[config.mk]
export PLATFORM = sky130hd
export DESIGN_NAME = c_minus_token_scanner_top
export DESIGN_NICKNAME = d
export VERILOG_FILES = /design/src/design/cmts_pkg.sv /design/src/design/cmts_dpath.sv /design/src/design/cmts_ctrl.sv /design/src/design/c_minus_token_scanner_top.sv
export SDC_FILE = /design/constraint.sdc
export NUM_CORES = 1
export LEC_CHECK = 0
export BUFFER_PORTS_ARGS = -buffer_cell sky130_fd_sc_hd__buf_2
export CORE_ASPECT_RATIO = 0.5
export CORE_MARGIN = 3
export CORE_UTILIZATION = 55
export CTS_BUF_LIST = sky130_fd_sc_hd__clkbuf_2 sky130_fd_sc_hd__clkbuf_4 sky130_fd_sc_hd__clkbuf_8
export CTS_CLUSTER_DIAMETER = 80
export DETAILED_ROUTE_END_ITERATION = 8
export PLACE_DENSITY_LB_ADDON = 0.2
export SYNTH_ARGS = -nofsm -noshare
export SYNTH_HDL_FRONTEND = slang
export SYNTH_SLANG_ARGS = --single-unit
[constraint.sdc]
create_clock -name clk -period 5.46 [get_ports clk]
set_input_delay 0.273 -clock clk [delete_from_list [all_inputs] [get_ports clk]]
set_output_delay 0.273 -clock clk [all_outputs]
set_load 0.02 [all_outputs]
[src/design/cmts_pkg.sv]
// ============================================================================
// cmts_pkg
// Shared types and constants of the C-minus token scanner.
// ============================================================================
`default_nettype none

package cmts_pkg;

    // token codes
    localparam logic [4:0] TK_ELSE    = 5'd0;
    localparam logic [4:0] TK_IF      = 5'd1;
    localparam logic [4:0] TK_INT     = 5'd2;
    localparam logic [4:0] TK_RETURN  = 5'd3;
    localparam logic [4:0] TK_VOID    = 5'd4;
    localparam logic [4:0] TK_WHILE   = 5'd5;
    localparam logic [4:0] TK_ID      = 5'd6;
    localparam logic [4:0] TK_NUM     = 5'd7;
    localparam logic [4:0] TK_PLUS    = 5'd8;
    localparam logic [4:0] TK_MINUS   = 5'd9;
    localparam logic [4:0] TK_MULT    = 5'd10;
    localparam logic [4:0] TK_DIV     = 5'd11;
    localparam logic [4:0] TK_LT      = 5'd12;
    localparam logic [4:0] TK_LE      = 5'd13;
    localparam logic [4:0] TK_GT      = 5'd14;
    localparam logic [4:0] TK_GE      = 5'd15;
    localparam logic [4:0] TK_EQ      = 5'd16;
    localparam logic [4:0] TK_NE      = 5'd17;
    localparam logic [4:0] TK_ASSIGN  = 5'd18;
    localparam logic [4:0] TK_SEMI    = 5'd19;
    localparam logic [4:0] TK_COMMA   = 5'd20;
    localparam logic [4:0] TK_LPAR    = 5'd21;
    localparam logic [4:0] TK_RPAR    = 5'd22;
    localparam logic [4:0] TK_LBRK    = 5'd23;
    localparam logic [4:0] TK_RBRK    = 5'd24;
    localparam logic [4:0] TK_LBRC    = 5'd25;
    localparam logic [4:0] TK_RBRC    = 5'd26;
    localparam logic [4:0] TK_COMMENT = 5'd27;
    localparam logic [4:0] TK_EOF     = 5'd28;

    // record kinds
    localparam logic KIND_TOKEN = 1'b0;
    localparam logic KIND_TEXT  = 1'b1;

    // keyword table, zero padded to six characters
    localparam int KW_NUM = 6;
    localparam int KW_MAX = 6;
    localparam logic [7:0] KW_TEXT [KW_NUM][KW_MAX] = '{
        '{"e", "l", "s", "e", 8'h00, 8'h00},
        '{"i", "f", 8'h00, 8'h00, 8'h00, 8'h00},
        '{"i", "n", "t", 8'h00, 8'h00, 8'h00},
        '{"r", "e", "t", "u", "r", "n"},
        '{"v", "o", "i", "d", 8'h00, 8'h00},
        '{"w", "h", "i", "l", "e", 8'h00}
    };
    localparam int KW_LEN [KW_NUM] = '{4, 2, 3, 6, 4, 5};
    localparam logic [4:0] KW_CODE [KW_NUM] = '{
        TK_ELSE, TK_IF, TK_INT, TK_RETURN, TK_VOID, TK_WHILE
    };

    typedef enum logic [3:0] {
        M_START    = 4'd0,
        M_ID       = 4'd1,
        M_NUM      = 4'd2,
        M_SLASH    = 4'd3,
        M_EQ       = 4'd4,
        M_LT       = 4'd5,
        M_GT       = 4'd6,
        M_BANG     = 4'd7,
        M_CMT      = 4'd8,
        M_CMT_STAR = 4'd9
    } mode_t;

    typedef enum logic [2:0] {
        ST_IDLE,
        ST_EVAL,
        ST_LEAD,
        ST_TEXT,
        ST_TAIL
    } ctrl_state_t;

    typedef enum logic [1:0] {
        SEL_LEAD,
        SEL_TEXT,
        SEL_TAIL
    } emit_sel_t;

    typedef struct packed {
        logic      load;
        logic      emit;
        emit_sel_t sel;
        logic      last;
        logic      commit;
        logic      idx_clr;
        logic      idx_inc;
    } ctrl_cmd_t;

    typedef struct packed {
        logic slot_free;
        logic lead_valid;
        logic has_text;
        logic tail_valid;
        logic text_done;
    } dp_status_t;

endpackage

`default_nettype wire

[src/design/cmts_dpath.sv]
// ============================================================================
// cmts_dpath
// Scanner datapath: input latch, scan mode, word store, token decode and
// output register.
// ============================================================================
`default_nettype none

module cmts_dpath #(
    parameter int WORD_CAP = 32
) (
    input  wire                  clk,
    input  wire                  rst_n,
    input  wire  [7:0]           char_in,
    input  wire                  end_of_input,
    input  cmts_pkg::ctrl_cmd_t  cmd,
    output cmts_pkg::dp_status_t status,
    input  wire                  m_axis_tready,
    output logic                 m_axis_tvalid,
    output logic                 m_axis_tuser,
    output logic [15:0]          m_axis_tdata,
    output logic                 m_axis_tlast
);
    import cmts_pkg::*;

    localparam int BUF_LEN = WORD_CAP - 1;
    localparam int IW      = (BUF_LEN > 1) ? $clog2(BUF_LEN) : 1;
    localparam int LW      = $clog2(WORD_CAP);

    logic [7:0]    char_reg;
    logic          end_reg;
    mode_t         mode_reg;
    logic [LW-1:0] len_reg;
    logic [IW-1:0] idx_reg;
    logic [IW-1:0] idx_next;
    logic [7:0]    mem [BUF_LEN];
    logic [7:0]    rd_data_reg;
    logic [7:0]    head_reg [KW_MAX];

    logic          out_valid_reg;
    logic          out_kind_reg;
    logic [4:0]    out_code_reg;
    logic [7:0]    out_char_reg;
    logic          out_last_reg;

    logic          is_letter;
    logic          is_digit;
    mode_t         sc_mode;
    logic          sc_tok_valid;
    logic [4:0]    sc_tok;
    logic          sc_new;

    logic [KW_NUM-1:0] kw_eq;
    logic          kw_hit;
    logic [4:0]    kw_code;
    logic [4:0]    word_code;

    logic          lead_valid;
    logic [4:0]    lead_code;
    logic          lead_word;
    logic          tail_valid;
    logic [4:0]    tail_code;
    mode_t         mode_next;
    logic          new_word;
    logic          append;
    logic          clr_len;
    logic          use_sc;

    logic          slot_free;
    logic          wr_en;
    logic [IW-1:0] wr_addr;

    assign is_letter = ((char_reg >= "a") && (char_reg <= "z")) ||
                       ((char_reg >= "A") && (char_reg <= "Z"));
    assign is_digit  = (char_reg >= "0") && (char_reg <= "9");

    // first character of a token
    always_comb
    begin
        sc_mode      = M_START;
        sc_tok_valid = 1'b0;
        sc_tok       = TK_PLUS;
        sc_new       = 1'b0;
        if (is_letter)
        begin
            sc_mode = M_ID;
            sc_new  = 1'b1;
        end
        else if (is_digit)
        begin
            sc_mode = M_NUM;
            sc_new  = 1'b1;
        end
        else
        begin
            case (char_reg)
                "+": begin sc_tok_valid = 1'b1; sc_tok = TK_PLUS;  end
                "-": begin sc_tok_valid = 1'b1; sc_tok = TK_MINUS; end
                "*": begin sc_tok_valid = 1'b1; sc_tok = TK_MULT;  end
                ";": begin sc_tok_valid = 1'b1; sc_tok = TK_SEMI;  end
                ",": begin sc_tok_valid = 1'b1; sc_tok = TK_COMMA; end
                "(": begin sc_tok_valid = 1'b1; sc_tok = TK_LPAR;  end
                ")": begin sc_tok_valid = 1'b1; sc_tok = TK_RPAR;  end
                "[": begin sc_tok_valid = 1'b1; sc_tok = TK_LBRK;  end
                "]": begin sc_tok_valid = 1'b1; sc_tok = TK_RBRK;  end
                "{": begin sc_tok_valid = 1'b1; sc_tok = TK_LBRC;  end
                "}": begin sc_tok_valid = 1'b1; sc_tok = TK_RBRC;  end
                "/": sc_mode = M_SLASH;
                "=": sc_mode = M_EQ;
                "<": sc_mode = M_LT;
                ">": sc_mode = M_GT;
                "!": sc_mode = M_BANG;
                default: sc_mode = M_START;
            endcase
        end
    end

    // keyword match against the first kept characters
    always_comb
    begin
        for (int i = 0; i < KW_NUM; i++)
        begin
            kw_eq[i] = (int'(len_reg) == KW_LEN[i]);
            for (int k = 0; k < KW_MAX; k++)
            begin
                if ((k < KW_LEN[i]) && (head_reg[k] != KW_TEXT[i][k]))
                begin
                    kw_eq[i] = 1'b0;
                end
            end
        end
        kw_hit  = |kw_eq;
        kw_code = TK_ID;
        for (int i = 0; i < KW_NUM; i++)
        begin
            if (kw_eq[i])
            begin
                kw_code = KW_CODE[i];
            end
        end
    end

    assign word_code = (mode_reg == M_ID) ? (kw_hit ? kw_code : TK_ID) : TK_NUM;

    // results and next state of the item in hand
    always_comb
    begin
        lead_valid = 1'b0;
        lead_code  = TK_DIV;
        lead_word  = 1'b0;
        tail_valid = 1'b0;
        tail_code  = TK_EOF;
        mode_next  = mode_reg;
        new_word   = 1'b0;
        append     = 1'b0;
        clr_len    = 1'b0;
        use_sc     = 1'b0;
        if (end_reg)
        begin
            tail_valid = 1'b1;
            tail_code  = TK_EOF;
            mode_next  = M_START;
            clr_len    = 1'b1;
            case (mode_reg)
                M_ID, M_NUM: lead_word = 1'b1;
                M_SLASH: begin lead_valid = 1'b1; lead_code = TK_DIV;    end
                M_EQ:    begin lead_valid = 1'b1; lead_code = TK_ASSIGN; end
                M_LT:    begin lead_valid = 1'b1; lead_code = TK_LT;     end
                M_GT:    begin lead_valid = 1'b1; lead_code = TK_GT;     end
                default: lead_valid = 1'b0;
            endcase
        end
        else
        begin
            case (mode_reg)
                M_ID, M_NUM:
                begin
                    if ((mode_reg == M_ID) ? is_letter : is_digit)
                    begin
                        append = (int'(len_reg) < BUF_LEN);
                    end
                    else
                    begin
                        lead_word = 1'b1;
                        use_sc    = 1'b1;
                    end
                end
                M_SLASH:
                begin
                    if (char_reg == "*")
                    begin
                        mode_next = M_CMT;
                    end
                    else
                    begin
                        lead_valid = 1'b1;
                        lead_code  = TK_DIV;
                        use_sc     = 1'b1;
                    end
                end
                M_EQ, M_LT, M_GT:
                begin
                    if (char_reg == "=")
                    begin
                        tail_valid = 1'b1;
                        tail_code  = (mode_reg == M_EQ) ? TK_EQ :
                                     (mode_reg == M_LT) ? TK_LE : TK_GE;
                        mode_next  = M_START;
                    end
                    else
                    begin
                        lead_valid = 1'b1;
                        lead_code  = (mode_reg == M_EQ) ? TK_ASSIGN :
                                     (mode_reg == M_LT) ? TK_LT : TK_GT;
                        use_sc     = 1'b1;
                    end
                end
                M_BANG:
                begin
                    if (char_reg == "=")
                    begin
                        tail_valid = 1'b1;
                        tail_code  = TK_NE;
                        mode_next  = M_START;
                    end
                    else
                    begin
                        use_sc = 1'b1;
                    end
                end
                M_CMT:
                begin
                    if (char_reg == "*")
                    begin
                        mode_next = M_CMT_STAR;
                    end
                end
                M_CMT_STAR:
                begin
                    if (char_reg == "/")
                    begin
                        tail_valid = 1'b1;
                        tail_code  = TK_COMMENT;
                        mode_next  = M_START;
                    end
                    else if (char_reg != "*")
                    begin
                        mode_next = M_CMT;
                    end
                end
                default: use_sc = 1'b1;
            endcase
        end
        if (use_sc)
        begin
            mode_next  = sc_mode;
            tail_valid = sc_tok_valid;
            tail_code  = sc_tok;
            new_word   = sc_new;
        end
        if (lead_word)
        begin
            lead_valid = 1'b1;
            lead_code  = word_code;
            clr_len    = 1'b1;
        end
    end

    assign slot_free = !out_valid_reg || m_axis_tready;

    assign status.slot_free  = slot_free;
    assign status.lead_valid = lead_valid;
    assign status.has_text   = lead_word && !((mode_reg == M_ID) && kw_hit);
    assign status.tail_valid = tail_valid;
    assign status.text_done  = ((LW'(idx_reg) + LW'(1)) == len_reg);

    always_comb
    begin
        if (cmd.idx_clr)
        begin
            idx_next = '0;
        end
        else if (cmd.idx_inc)
        begin
            idx_next = idx_reg + IW'(1);
        end
        else
        begin
            idx_next = idx_reg;
        end
    end

    assign wr_en   = cmd.commit && (new_word || append);
    assign wr_addr = new_word ? '0 : len_reg[IW-1:0];

    // word store: one write port, one registered read port
    always_ff @(posedge clk)
    begin
        if (wr_en)
        begin
            mem[wr_addr] <= char_reg;
        end
        rd_data_reg <= mem[idx_next];
    end

    // copy of the leading characters for keyword matching
    always_ff @(posedge clk)
    begin
        for (int k = 0; k < KW_MAX; k++)
        begin
            if (wr_en && (int'(wr_addr) == k))
            begin
                head_reg[k] <= char_reg;
            end
        end
    end

    always_ff @(posedge clk)
    begin
        if (cmd.load)
        begin
            char_reg <= char_in;
            end_reg  <= end_of_input;
        end
    end

    always_ff @(posedge clk or negedge rst_n)
    begin
        if (!rst_n)
        begin
            mode_reg <= M_START;
            len_reg  <= '0;
            idx_reg  <= '0;
        end
        else
        begin
            idx_reg <= idx_next;
            if (cmd.commit)
            begin
                mode_reg <= mode_next;
                if (new_word)
                begin
                    len_reg <= LW'(1);
                end
                else if (clr_len)
                begin
                    len_reg <= '0;
                end
                else if (append)
                begin
                    len_reg <= len_reg + LW'(1);
                end
            end
        end
    end

    always_ff @(posedge clk or negedge rst_n)
    begin
        if (!rst_n)
        begin
            out_valid_reg <= 1'b0;
        end
        else if (cmd.emit && slot_free)
        begin
            out_valid_reg <= 1'b1;
        end
        else if (m_axis_tready)
        begin
            out_valid_reg <= 1'b0;
        end
    end

    always_ff @(posedge clk)
    begin
        if (cmd.emit && slot_free)
        begin
            out_last_reg <= cmd.last;
            case (cmd.sel)
                SEL_TEXT:
                begin
                    out_kind_reg <= KIND_TEXT;
                    out_code_reg <= word_code;
                    out_char_reg <= rd_data_reg;
                end
                SEL_TAIL:
                begin
                    out_kind_reg <= KIND_TOKEN;
                    out_code_reg <= tail_code;
                    out_char_reg <= 8'h00;
                end
                default:
                begin
                    out_kind_reg <= KIND_TOKEN;
                    out_code_reg <= lead_code;
                    out_char_reg <= 8'h00;
                end
            endcase
        end
    end

    assign m_axis_tvalid = out_valid_reg;
    assign m_axis_tuser  = out_kind_reg;
    assign m_axis_tdata  = {3'b000, out_char_reg, out_code_reg};
    assign m_axis_tlast  = out_last_reg;

endmodule

`default_nettype wire

[src/design/cmts_ctrl.sv]
// ============================================================================
// cmts_ctrl
// Scanner controller: takes a request, then steps through the lead token,
// the lexeme text and the tail token, one result per cycle unless stalled.
// ============================================================================
`default_nettype none

module cmts_ctrl (
    input  wire                  clk,
    input  wire                  rst_n,
    input  wire                  s_axis_tvalid,
    output logic                 s_axis_tready,
    input  cmts_pkg::dp_status_t status,
    output cmts_pkg::ctrl_cmd_t  cmd
);
    import cmts_pkg::*;

    ctrl_state_t state_reg;
    ctrl_state_t state_next;

    always_ff @(posedge clk or negedge rst_n)
    begin
        if (!rst_n)
        begin
            state_reg <= ST_IDLE;
        end
        else
        begin
            state_reg <= state_next;
        end
    end

    always_comb
    begin
        state_next    = state_reg;
        s_axis_tready = 1'b0;
        cmd.load      = 1'b0;
        cmd.emit      = 1'b0;
        cmd.sel       = SEL_LEAD;
        cmd.last      = 1'b0;
        cmd.commit    = 1'b0;
        cmd.idx_clr   = 1'b0;
        cmd.idx_inc   = 1'b0;
        unique case (state_reg)
            ST_IDLE:
            begin
                s_axis_tready = 1'b1;
                if (s_axis_tvalid)
                begin
                    cmd.load    = 1'b1;
                    cmd.idx_clr = 1'b1;
                    state_next  = ST_EVAL;
                end
            end
            ST_EVAL:
            begin
                if (status.lead_valid)
                begin
                    state_next = ST_LEAD;
                end
                else if (status.tail_valid)
                begin
                    state_next = ST_TAIL;
                end
                else
                begin
                    cmd.commit = 1'b1;
                    state_next = ST_IDLE;
                end
            end
            ST_LEAD:
            begin
                cmd.emit = 1'b1;
                cmd.sel  = SEL_LEAD;
                cmd.last = !status.has_text && !status.tail_valid;
                if (status.slot_free)
                begin
                    if (status.has_text)
                    begin
                        state_next = ST_TEXT;
                    end
                    else if (status.tail_valid)
                    begin
                        state_next = ST_TAIL;
                    end
                    else
                    begin
                        cmd.commit = 1'b1;
                        state_next = ST_IDLE;
                    end
                end
            end
            ST_TEXT:
            begin
                cmd.emit = 1'b1;
                cmd.sel  = SEL_TEXT;
                cmd.last = status.text_done && !status.tail_valid;
                if (status.slot_free)
                begin
                    if (!status.text_done)
                    begin
                        cmd.idx_inc = 1'b1;
                    end
                    else if (status.tail_valid)
                    begin
                        state_next = ST_TAIL;
                    end
                    else
                    begin
                        cmd.commit = 1'b1;
                        state_next = ST_IDLE;
                    end
                end
            end
            ST_TAIL:
            begin
                cmd.emit = 1'b1;
                cmd.sel  = SEL_TAIL;
                cmd.last = 1'b1;
                if (status.slot_free)
                begin
                    cmd.commit = 1'b1;
                    state_next = ST_IDLE;
                end
            end
            default: state_next = ST_IDLE;
        endcase
    end

endmodule

`default_nettype wire

[src/design/c_minus_token_scanner_top.sv]
// ============================================================================
// c_minus_token_scanner_top
// C-minus lexical scanner: source characters in, token and text records out.
// ============================================================================
// Slave channel: one source byte per request in tdata, tuser set marks end
// of input (tdata then ignored). Master channel: one record per request;
// tuser 0 is a token record, 1 a lexeme character of the preceding
// identifier or number; tlast closes the records caused by one input.
// Sequence: an input request is taken in the idle state and decoded in the
// evaluate state; each of its results then leaves in turn through the output
// register; a character that continues a word or is dropped has no results.
// Unless stalled, the controller sequences one result per cycle through the
// output register; lexeme text comes from the word store's single read port.
// A number or non-keyword identifier of n kept characters gives n + 1 records.
// The slave side is ready again as soon as the last result is loaded into
// the output register, even while that record still waits.
// A stalled receiver holds the record in the output register and the
// sequencer waits; nothing is dropped.
// Reset clears the scan mode to the start state, the word length to zero
// and empties the output register; the word store needs no clearing.
// ============================================================================
`default_nettype none

module c_minus_token_scanner_top #(
    parameter int WORD_CAP = 32
) (
    input  wire         clk,
    input  wire         rst_n,
    input  wire         s_axis_tvalid,
    output logic        s_axis_tready,
    input  wire  [7:0]  s_axis_tdata,   // [7:0] char_in
    input  wire         s_axis_tuser,   // [0] end_of_input
    output logic        m_axis_tvalid,
    input  wire         m_axis_tready,
    output logic [15:0] m_axis_tdata,   // [4:0] token_code, [12:5] text_char, zero above
    output logic        m_axis_tuser,   // [0] record_kind
    output logic        m_axis_tlast
);
    import cmts_pkg::*;

    ctrl_cmd_t  cmd;
    dp_status_t status;

    cmts_ctrl u_ctrl (
        .clk           (clk),
        .rst_n         (rst_n),
        .s_axis_tvalid (s_axis_tvalid),
        .s_axis_tready (s_axis_tready),
        .status        (status),
        .cmd           (cmd)
    );

    cmts_dpath #(
        .WORD_CAP (WORD_CAP)
    ) u_dpath (
        .clk           (clk),
        .rst_n         (rst_n),
        .char_in       (s_axis_tdata),
        .end_of_input  (s_axis_tuser),
        .cmd           (cmd),
        .status        (status),
        .m_axis_tready (m_axis_tready),
        .m_axis_tvalid (m_axis_tvalid),
        .m_axis_tuser  (m_axis_tuser),
        .m_axis_tdata  (m_axis_tdata),
        .m_axis_tlast  (m_axis_tlast)
    );

endmodule

`default_nettype wire

==> impl_results.md, run 1 <==
* Outcome: completed
* Share of synthesized flip-flops with an asynchronous set or reset at under 10%
* Cell-internal power at ~4.8 mW
* Area growth from synthesis to layout at 10.5%
* Fraction of layout instances using a drive strength above 1 at approximately 15%
* Most frequent cells in the layout: sky130_fd_sc_hd__edfxtp_1, sky130_fd_sc_hd__nand2_1, sky130_fd_sc_hd__nor2_1
* Number of pins with negative max-slew slack in the final report at 0
* Cell area after placement at ~0.016 mm²
* Core box area at roughly 0.028 mm²
* Worst Setup Start Kind: flop
* Via count at approximately 11000
* GRT overflow at 0
* Slowest-stage cell, CP: sky130_fd_sc_hd__nor2_1
* Yosys reg bits at between 300 and 400
* Clock-pin slew on the worst setup and hold paths at 0.07 ns
* Clock skew after layout at 0.0233 ns
* Top cell type's share of synthesized area at about 61%
* Type of element capturing the critical path: flop
* Number of library cell types mapped by synthesis at 83
* Combinational share of power at ~29%
* Initial Util at a little under three fifths
* List of cells traversed by the critical path: nand4b_1 -> o31ai_1 -> nand2b_1 -> o311ai_1 -> or4_1 -> a2bb2oi_1 -> o41ai_4 -> buf_4 -> nand3_1 -> nor2_1
* Number of setup violations in the final report at 0
* Most frequent standard cell in the layout excluding fill and tap cells: sky130_fd_sc_hd__edfxtp_1
* Final routed DRC violation total at 0
* Number of instances in the synthesized netlist at about 1200
* Die span in y at ~130 µm
* Post-route antenna net violation count at 0
* Clock buffers created by TritonCTS at 48
* Maximum clock rate at roughly 0.23 GHz
* Row count at 43
* Fill count at about 2200
* Sequential Power Share at between 40% and 50%
* Required time of the critical path at roughly 5.7 ns
* Share of the yosys chip area belonging to registers at approximately 65%
* Vias per inst at around 6.5
* Final design instance area without fill at between 0.015 and 0.02 mm²
* Number of warnings issued by yosys at 0
* Cell types occupying the most area after synthesis: sky130_fd_sc_hd__edfxtp_1, sky130_fd_sc_hd__a211oi_1, sky130_fd_sc_hd__nand2_1
* Hold slack at between 0.06 and 0.07 ns
* Slew of the pin with the lowest slew margin at about 1.2 ns
* Cell at the root of the clock tree: sky130_fd_sc_hd__clkbuf_8
* Wire length of the first global-routing pass at about 64000 µm
* Maximum vdd drop at 190 µV
* Post-synthesis cell area at roughly 0.016 mm²
* Final-stage net count at around 1300
* Portion of the clock cycle consumed by the worst path in the final layout at a little over 80%
* Most area-hungry cell type in the Yosys netlist: sky130_fd_sc_hd__edfxtp_1
* Pre-CTS setup slack at ~1.1 ns
* Initial antenna violation count at 1
* Number of flip-flops under the largest register name at between 200 and 250
* Flip-flop cell with the highest count after synthesis: sky130_fd_sc_hd__edfxtp_1
* Total of cells resized after clock tree synthesis at 0
* Pin count of the biggest net entering global routing at between 70 and 80
* RSZ-0062 raised after global routing: no
* Maximum fanout along the worst path at 17
* Total wirelength of the detailed-routed design at ~42000 µm
* # clock sinks at approximately 350
* Vias in the first global route at 10600
* Count of flip-flops with a built-in enable after synthesis at 320
* Arrival time reported for the critical path endpoint at approximately 4.7 ns
* Clock latency of the later-clocked register in the worst-skew pair at ~0.61 ns
* Largest buffer count on any clock path at 3
* Setup TNS at 0 ns
* Slack of the critical path at just over 1 ns
* Average instance area after synthesis at about 13 µm²
* TritonCTS clock tree: yes
* Total global-route track usage at 27.4%
* Max-capacitance violation count at 0
* Worst max-slew margin expressed relative to the limit at between 10% and 20%
* I/O Pins at 33
* Startpoint-to-endpoint class of the critical path: reg -> reg
* Switching fraction of total power at 34.9%
* H-tree depth at 2
* Clock share of power at a little over a quarter
* Minimum clock period at 4.44 ns
* Final Hold Fails at 0
* Pre-Repair DR Iteration Count at 6
* Net switching power figure at about 2.5 mW
* Kind of path behind the tightest hold check: in -> reg
* Port Buffer Count at 29
* Routed length per placed instance at between 20 and 25 µm
* Largest stage delay, worst path at 0.75 ns
* PD cells at 421 mW/mm²
* Detailed Route Iter0 Violations at roughly 1400
* Static Leakage at slightly below 6 nW
* Post-DP HPWL at between 20000 and 30000 µm
* Overall die area at roughly 0.031 mm²
* Final weighted congestion in routability-driven placement at approximately 0.98
* Horiz. Die Dim at 245 µm
[power by group through the flow]
stage	clock, mW	sequential [mW]	combinational [mW]
2_1_floorplan	0	3.32	1.40
3_3_place_gp	0	3.31	2.03
3_5_place_dp	0	3.31	2.07
4_1_cts	1.96	3.26	2.08
5_1_grt	2.08	3.27	2.28
6_report	1.92	3.26	2.11
[Yosys cell counts (14+ instances only)]
library cell               count
sky130_fd_sc_hd__and2_1       14
sky130_fd_sc_hd__nand3_1      25
sky130_fd_sc_hd__nor3_1       22
sky130_fd_sc_hd__mux2i_1      52
sky130_fd_sc_hd__clkbuf_1     41
sky130_fd_sc_hd__a211oi_1     73
sky130_fd_sc_hd__a31oi_1      38
sky130_fd_sc_hd__and3_1       65
sky130_fd_sc_hd__dfrtp_1      18
sky130_fd_sc_hd__buf_2        24
sky130_fd_sc_hd__nand2_1     139
sky130_fd_sc_hd__o21ai_0      62
sky130_fd_sc_hd__edfxtp_1    320
sky130_fd_sc_hd__nor2_1       78
sky130_fd_sc_hd__a21oi_1      17
sky130_fd_sc_hd__mux2_2       18
[final timing paths]
check / startpoint / endpoint / slack [ns] / cells after the start
worst min register to register: u_dpath.rd_data_reg[6] / u_dpath.out_char_reg[6] / 0.56 / 1
min in group asynchronous: rst_n / u_dpath.mode_reg[2] / 0.15 / 2
worst max-delay path: u_dpath.char_reg[3] / u_dpath.mem[15][3] / 1.02 / 10
worst min-delay path: s_axis_tvalid / u_ctrl.state_reg[1] / 0.07 / 3
worst max register to register: u_dpath.char_reg[3] / u_dpath.mem[15][3] / 1.02 / 10
max in group asynchronous: rst_n / u_dpath.idx_reg[0] / 4.95 / 2
[area by class of cell]
type / count / area, µm² / area share (%)
inverter: 14 / 52.6 / 0.303
clock buffer: 62 / 772 / 4.45
sequential: 346 / 10200 / 58.9
timing repair buffer: 78 / 551 / 3.17
tap: 382 / 478 / 2.75
multi-input combinational: 795 / 5140 / 29.6
antenna: 1 / 2.50 / 0.0144
clock inverter: 28 / 134 / 0.772
[what timing repair did]
action,in CTS,in global routing
hold endpoints to repair,27,0
hold buffers,10,0
setup buffers,0,0
[stage by stage]
step	utilization, %	instances	total power, mW
after global routing	62.3	1706	7.63
after CTS	62.2	1705	7.30
after floorplan	-	1228	4.71
final	62.3	1706	7.30
after global placement	58.6	1605	5.34
after detailed placement	58.6	1605	5.38
[worst max-delay path: cells and delay by family, from the launching register on]
family	cells	cell delay, ns
DFF	1	0.71
buffers and inverters	1	0.27
and+or+nand+nor	5	2.05
AOI/OAI and AO/OA	4	1.01
[logic make-up (layout without fill, tap and decap cells)]
logic type	after synthesis	after routing	synth area share [%]
simple gates	433	433	14.5
flops	346	346	65.1
compound gates	272	272	12.2
buf+inv	87	182	2.44
mux	73	73	4.82
xor+xnor	9	9	0.502
fa+ha+maj	5	5	0.399
other cells	1	4	0.0239
[routing by layer]
| metal | track usage [%] | up-vias | share of wire [%] |
|---|---|---|---|
| li1 | - | 4865 | - |
| met1 | 40.2 | 5475 | 43 |
| met2 | 39.7 | 563 | 43 |
| met3 | 7.22 | 110 | 10 |
| met4 | 9.95 | 0 | 3.6 |
| met5 | 0 | - | 0 |
Power figures use the tool's default switching activity.
==> run 2: changes to the inputs <==
Settings changed: ABC_AREA set to 1.
Clock period 5.46 ns to 4 ns, I/O delays scaled along.
==> impl_results.md, run 2 <==
* Kind of path behind the tightest hold check: in -> reg (unchanged)
* Slack of the critical path at 0.338 ns (was 1.02 ns)
* Met3 layer wire length in the routed design at 4220 µm (was 4260 µm)
* Final Hold Fails at 0 (unchanged)
* Detailed Route Iter0 Violations at 1403 (was 1419)
* Die span in y at 126 µm (was 125 µm)
* Adder and majority cell fraction of the synthesized area at 0.395% (was 0.399%)
* Max-capacitance violation count at 0 (unchanged)
* Fraction of layout instances using a drive strength above 1 at 10.6% (was 14.7%)
* R2R Setup Slk at 0.34 ns (was 1.02 ns)
* Worst reg-to-reg path cell count at 15 (was 10)
* Worst Setup Start Kind: flop (unchanged)
* Vias in the first global route at 11400 (was 10600)
* Total global-route track usage at 26.7% (was 27.4%)
* Average instance area after synthesis at 9.61 µm² (was 12.8 µm²)
* Share of synthesized flip-flops with an asynchronous set or reset at 5.20% (unchanged)
* Clock skew after layout at 0.0366 ns (was 0.0233 ns)
* Required time of the critical path at 4.24 ns (was 5.68 ns)
* Flip-flop cell with the highest count after synthesis: sky130_fd_sc_hd__edfxtp_1 (unchanged)
* Post-route antenna net violation count at 0 (unchanged)
* RSZ-0062 raised after global routing: yes (was no)
* I/O Pins at 33 (unchanged)
* Yosys reg bits at 346 (unchanged)
* Total wirelength of the detailed-routed design at 40500 µm (was 42000 µm)
* End-of-flow core utilization at 62.9% (was 62.3%)
* Final routed DRC violation total at 0 (unchanged)
* Routed metal-1 wire length at 17800 µm (was 18200 µm)
* Share of synthesized cell area in and, or, nand and nor gates at 25.9% (was 14.5%)
* Number of setup violations in the final report at 0 (unchanged)
* Initial Util at 56.5% (was 56.3%)
* Type of element capturing the critical path: flop (unchanged)
* Pre-CTS setup slack at 0.350 ns (was 1.12 ns)
* Maximum vdd drop at 639 µV (was 190 µV)
* Largest buffer count on any clock path at 3 (unchanged)
* Maximum fanout along the worst path at 10 (was 17)
* Most frequent standard cell in the layout excluding fill and tap cells: sky130_fd_sc_hd__nand2_1 (was sky130_fd_sc_hd__edfxtp_1)
* Ant diodes at 0 (was 1)
* Startpoint-to-endpoint class of the critical path: reg -> reg (unchanged)
* Most area-hungry cell type in the Yosys netlist: sky130_fd_sc_hd__edfxtp_1 (unchanged)
* Port Buffer Count at 29 (unchanged)
* Static Leakage at 7.34 nW (was 5.76 nW)
* Hold slack at 0.0528 ns (was 0.0661 ns)
* TritonCTS clock tree: yes (unchanged)
* PD cells at 671 mW/mm² (was 421 mW/mm²)
* Arrival time reported for the critical path endpoint at 3.90 ns (was 4.66 ns)
* Synthesized-area fraction occupied by ao, oa, aoi and oai cells at 2.33% (was 12.2%)
* Count of flip-flops with a built-in enable after synthesis at 320 (unchanged)
* End of the worst register-to-register path: u_dpath.mem[1][2] (was u_dpath.mem[15][3])
* Pre-Repair DR Iteration Count at 6 (unchanged)
* Mux share of post-synthesis cell area at 0% (was 4.82%)
* Worst max-slew margin expressed relative to the limit at 48.2% (was 19.3%)
* Final-stage net count at 1738 (was 1301)
* Cell types occupying the most area after synthesis: sky130_fd_sc_hd__edfxtp_1, sky130_fd_sc_hd__nand2_1, sky130_fd_sc_hd__nand3_1 (was sky130_fd_sc_hd__edfxtp_1, sky130_fd_sc_hd__a211oi_1, sky130_fd_sc_hd__nand2_1)
* Endpoint of the worst setup timing path: u_dpath.mem[1][2] (was u_dpath.mem[15][3])
* Portion of the clock cycle consumed by the worst path in the final layout at 91.5% (was 81.2%)
* Clock latency of the later-clocked register in the worst-skew pair at 0.61 ns (about the same)
* Combinational family with the most area after synthesis: simple AND/OR/NAND/NOR gates (unchanged)
* # clock sinks at 346 (unchanged)
* Wire length of the first global-routing pass at 63100 µm (was 63800 µm)
* Post-synthesis xor/xnor area fraction at 0.277% (was 0.502%)
* H-tree depth at 2 (unchanged)
* Clock-pin slew on the worst setup and hold paths at 0.06 ns (was 0.07 ns)
* Highest routing layer actually used: met4 (unchanged)
* Routed length per placed instance at 18.9 µm (was 24.6 µm)
* Outcome: completed (unchanged)
* Launch instance of the worst register-to-register path: u_dpath.char_reg[1] (was u_dpath.char_reg[3])
* Dominant cell by count in the synthesized netlist: sky130_fd_sc_hd__nand2_1 (was sky130_fd_sc_hd__edfxtp_1)
* Setup TNS at 0 ns (unchanged)
* Post-DP HPWL at 26600 µm (was 27600 µm)
* Area growth from synthesis to layout at 11.3% (was 10.5%)
* Largest stage delay, worst path at 0.59 ns (was 0.75 ns)
* Most prevalent standard cell on the critical path: sky130_fd_sc_hd__nand2_1
* Most frequent cells in the layout: sky130_fd_sc_hd__nand2_1, sky130_fd_sc_hd__edfxtp_1, sky130_fd_sc_hd__nand3_1 (was sky130_fd_sc_hd__edfxtp_1, sky130_fd_sc_hd__nand2_1, sky130_fd_sc_hd__nor2_1)
* Number of instances in the synthesized netlist at 1648 (was 1226)
* Pin count of the biggest net entering global routing at 137 (was 71)
* Minimum clock period at 3.66 ns (was 4.44 ns)
* Final design instance area without fill at 0.0176 mm² (was 0.0173 mm²)
* Overall die area at 0.0310 mm² (was 0.0307 mm²)
* Share of the yosys chip area belonging to registers at 64.5% (was 65.1%)
* GRT overflow at 0 (unchanged)
* Slowest-stage cell, CP: sky130_fd_sc_hd__nor2_1 (unchanged)
* Cell area after placement at 0.0165 mm² (was 0.0163 mm²)
* Core box area at 0.0280 mm² (was 0.0279 mm²)
* Cell at the root of the clock tree: sky130_fd_sc_hd__clkbuf_8 (unchanged)
* Post-synthesis cell area at 0.0158 mm² (was 0.0157 mm²)
* Number of flip-flops under the largest register name at 248 (unchanged)
* Number of warnings issued by yosys at 0 (unchanged)
* Top cell types by occurrence after synthesis: sky130_fd_sc_hd__nand2_1, sky130_fd_sc_hd__edfxtp_1, sky130_fd_sc_hd__nand3_1, sky130_fd_sc_hd__inv_1, sky130_fd_sc_hd__nor2_1 (was sky130_fd_sc_hd__edfxtp_1, sky130_fd_sc_hd__nand2_1, sky130_fd_sc_hd__nor2_1, sky130_fd_sc_hd__a211oi_1, sky130_fd_sc_hd__and3_1)
* List of cells traversed by the critical path: inv_1 -> nand2_1 -> nor2_1 -> nand2_1 -> inv_2 -> nand2_1 -> o21ai_0 -> nand3_1 -> nor4_1 -> nand2_1 -> nand2_2 -> nand2_2 -> inv_2 -> nand3_2 -> nor2_1 (was nand4b_1 -> o31ai_1 -> nand2b_1 -> o311ai_1 -> or4_1 -> a2bb2oi_1 -> o41ai_4 -> buf_4 -> nand3_1 -> nor2_1)
* Row count at 43 (unchanged)
* Top cell type's share of synthesized area at 60.7% (was 61.2%)
* Number of library cell types mapped by synthesis at 43 (was 83)
* Met2 WL at 17400 µm (was 18100 µm)
* Final weighted congestion in routability-driven placement at 0.962 (was 0.977)
* Maximum clock rate at 0.273 GHz (was 0.225 GHz)
* Initial antenna violation count at 0 (was 1)
* Number of pins with negative max-slew slack in the final report at 0 (unchanged)
* Via count at 11800 (was 11000)
* Clock buffers created by TritonCTS at 48 (unchanged)
* First element of the critical path: u_dpath.char_reg[1] (was u_dpath.char_reg[3])
* Vias per inst at 5.52 (was 6.46)
* Horiz. Die Dim at 246 µm (was 245 µm)
* Slew of the pin with the lowest slew margin at 0.775 ns (was 1.20 ns)
[run 2: how the worst min path moves through the flow]
stage	cells past startpoint	startpoint	to	slack [ns]
finish	4	s_axis_tvalid	u_ctrl.state_reg[1]	0.05
global route	4	m_axis_tready	u_ctrl.state_reg[2]	0.08
CTS	4	s_axis_tvalid	u_ctrl.state_reg[1]	0.01
detailed placement	1	rst_n	u_ctrl.state_reg[1]	0.18
global placement	1	rst_n	u_dpath.mode_reg[1]	0.17
floorplan	0	rst_n	u_ctrl.state_reg[0]	-0.1
[run 2: critical path: cells and delay by family, from the launching register on]
| kind | cells | cell delay (ns) |
|---|---|---|
| AO/OA/AOI/OAI | 1 | 0.14 |
| buffers and inverters | 3 | 0.33 |
| flip-flops | 1 | 0.54 |
| AND/OR/NAND/NOR | 11 | 2.30 |
[run 2: where the power goes]
group | leakage, nW | internal (mW) | total [mW] | switching, mW
Clock | 0.533 | 1.51 | 2.87 | 1.35
Combinational | 3.61 | 1.21 | 4.50 | 3.28
Sequential | 3.19 | 4.31 | 4.47 | 0.153
[run 2: cell families after synthesis]
| logic type | Yosys count |
|---|---|
| flip-flops | 346 |
| other | 1 |
| AND/OR/NAND/NOR | 974 |
| AO/OA/AOI/OAI | 63 |
| buffers and inverters | 254 |
| XOR/XNOR | 5 |
| adder cells (fa/ha/maj) | 5 |
[run 2: routing by layer]
metal,vias up,GRT usage [%]
li1,5595,-
met1,5588,39.8
met2,581,38.7
met3,68,6.38
met4,0,8.87
met5,-,0
[run 2: final cells by class]
class,count,area [µm²]
Multi-Input combinational cell,1050,4600
Sequential cell,346,10200
Clock buffer,71,858
Inverter,192,721
Timing Repair Buffer,82,593
Clock inverter,19,151
Fill cell,2284,10400
Tap cell,382,478
[run 2: timing repair]
item	in CTS	in global routing
resized for setup	0	2
hold endpoints to repair	27	0
hold buffers	10	0
setup endpoints to repair	0	32
buffers inserted	0	0
[run 2: per-stage QoR]
| step | std cells | total power, mW |
|---|---|---|
| floorplan | 1650 | 7.55 |
| global placement | 2042 | 8.89 |
| detailed placement | 2042 | 8.95 |
| CTS | 2142 | 11.8 |
| global route | 2142 | 12.6 |
| finish | 2142 | 11.8 |
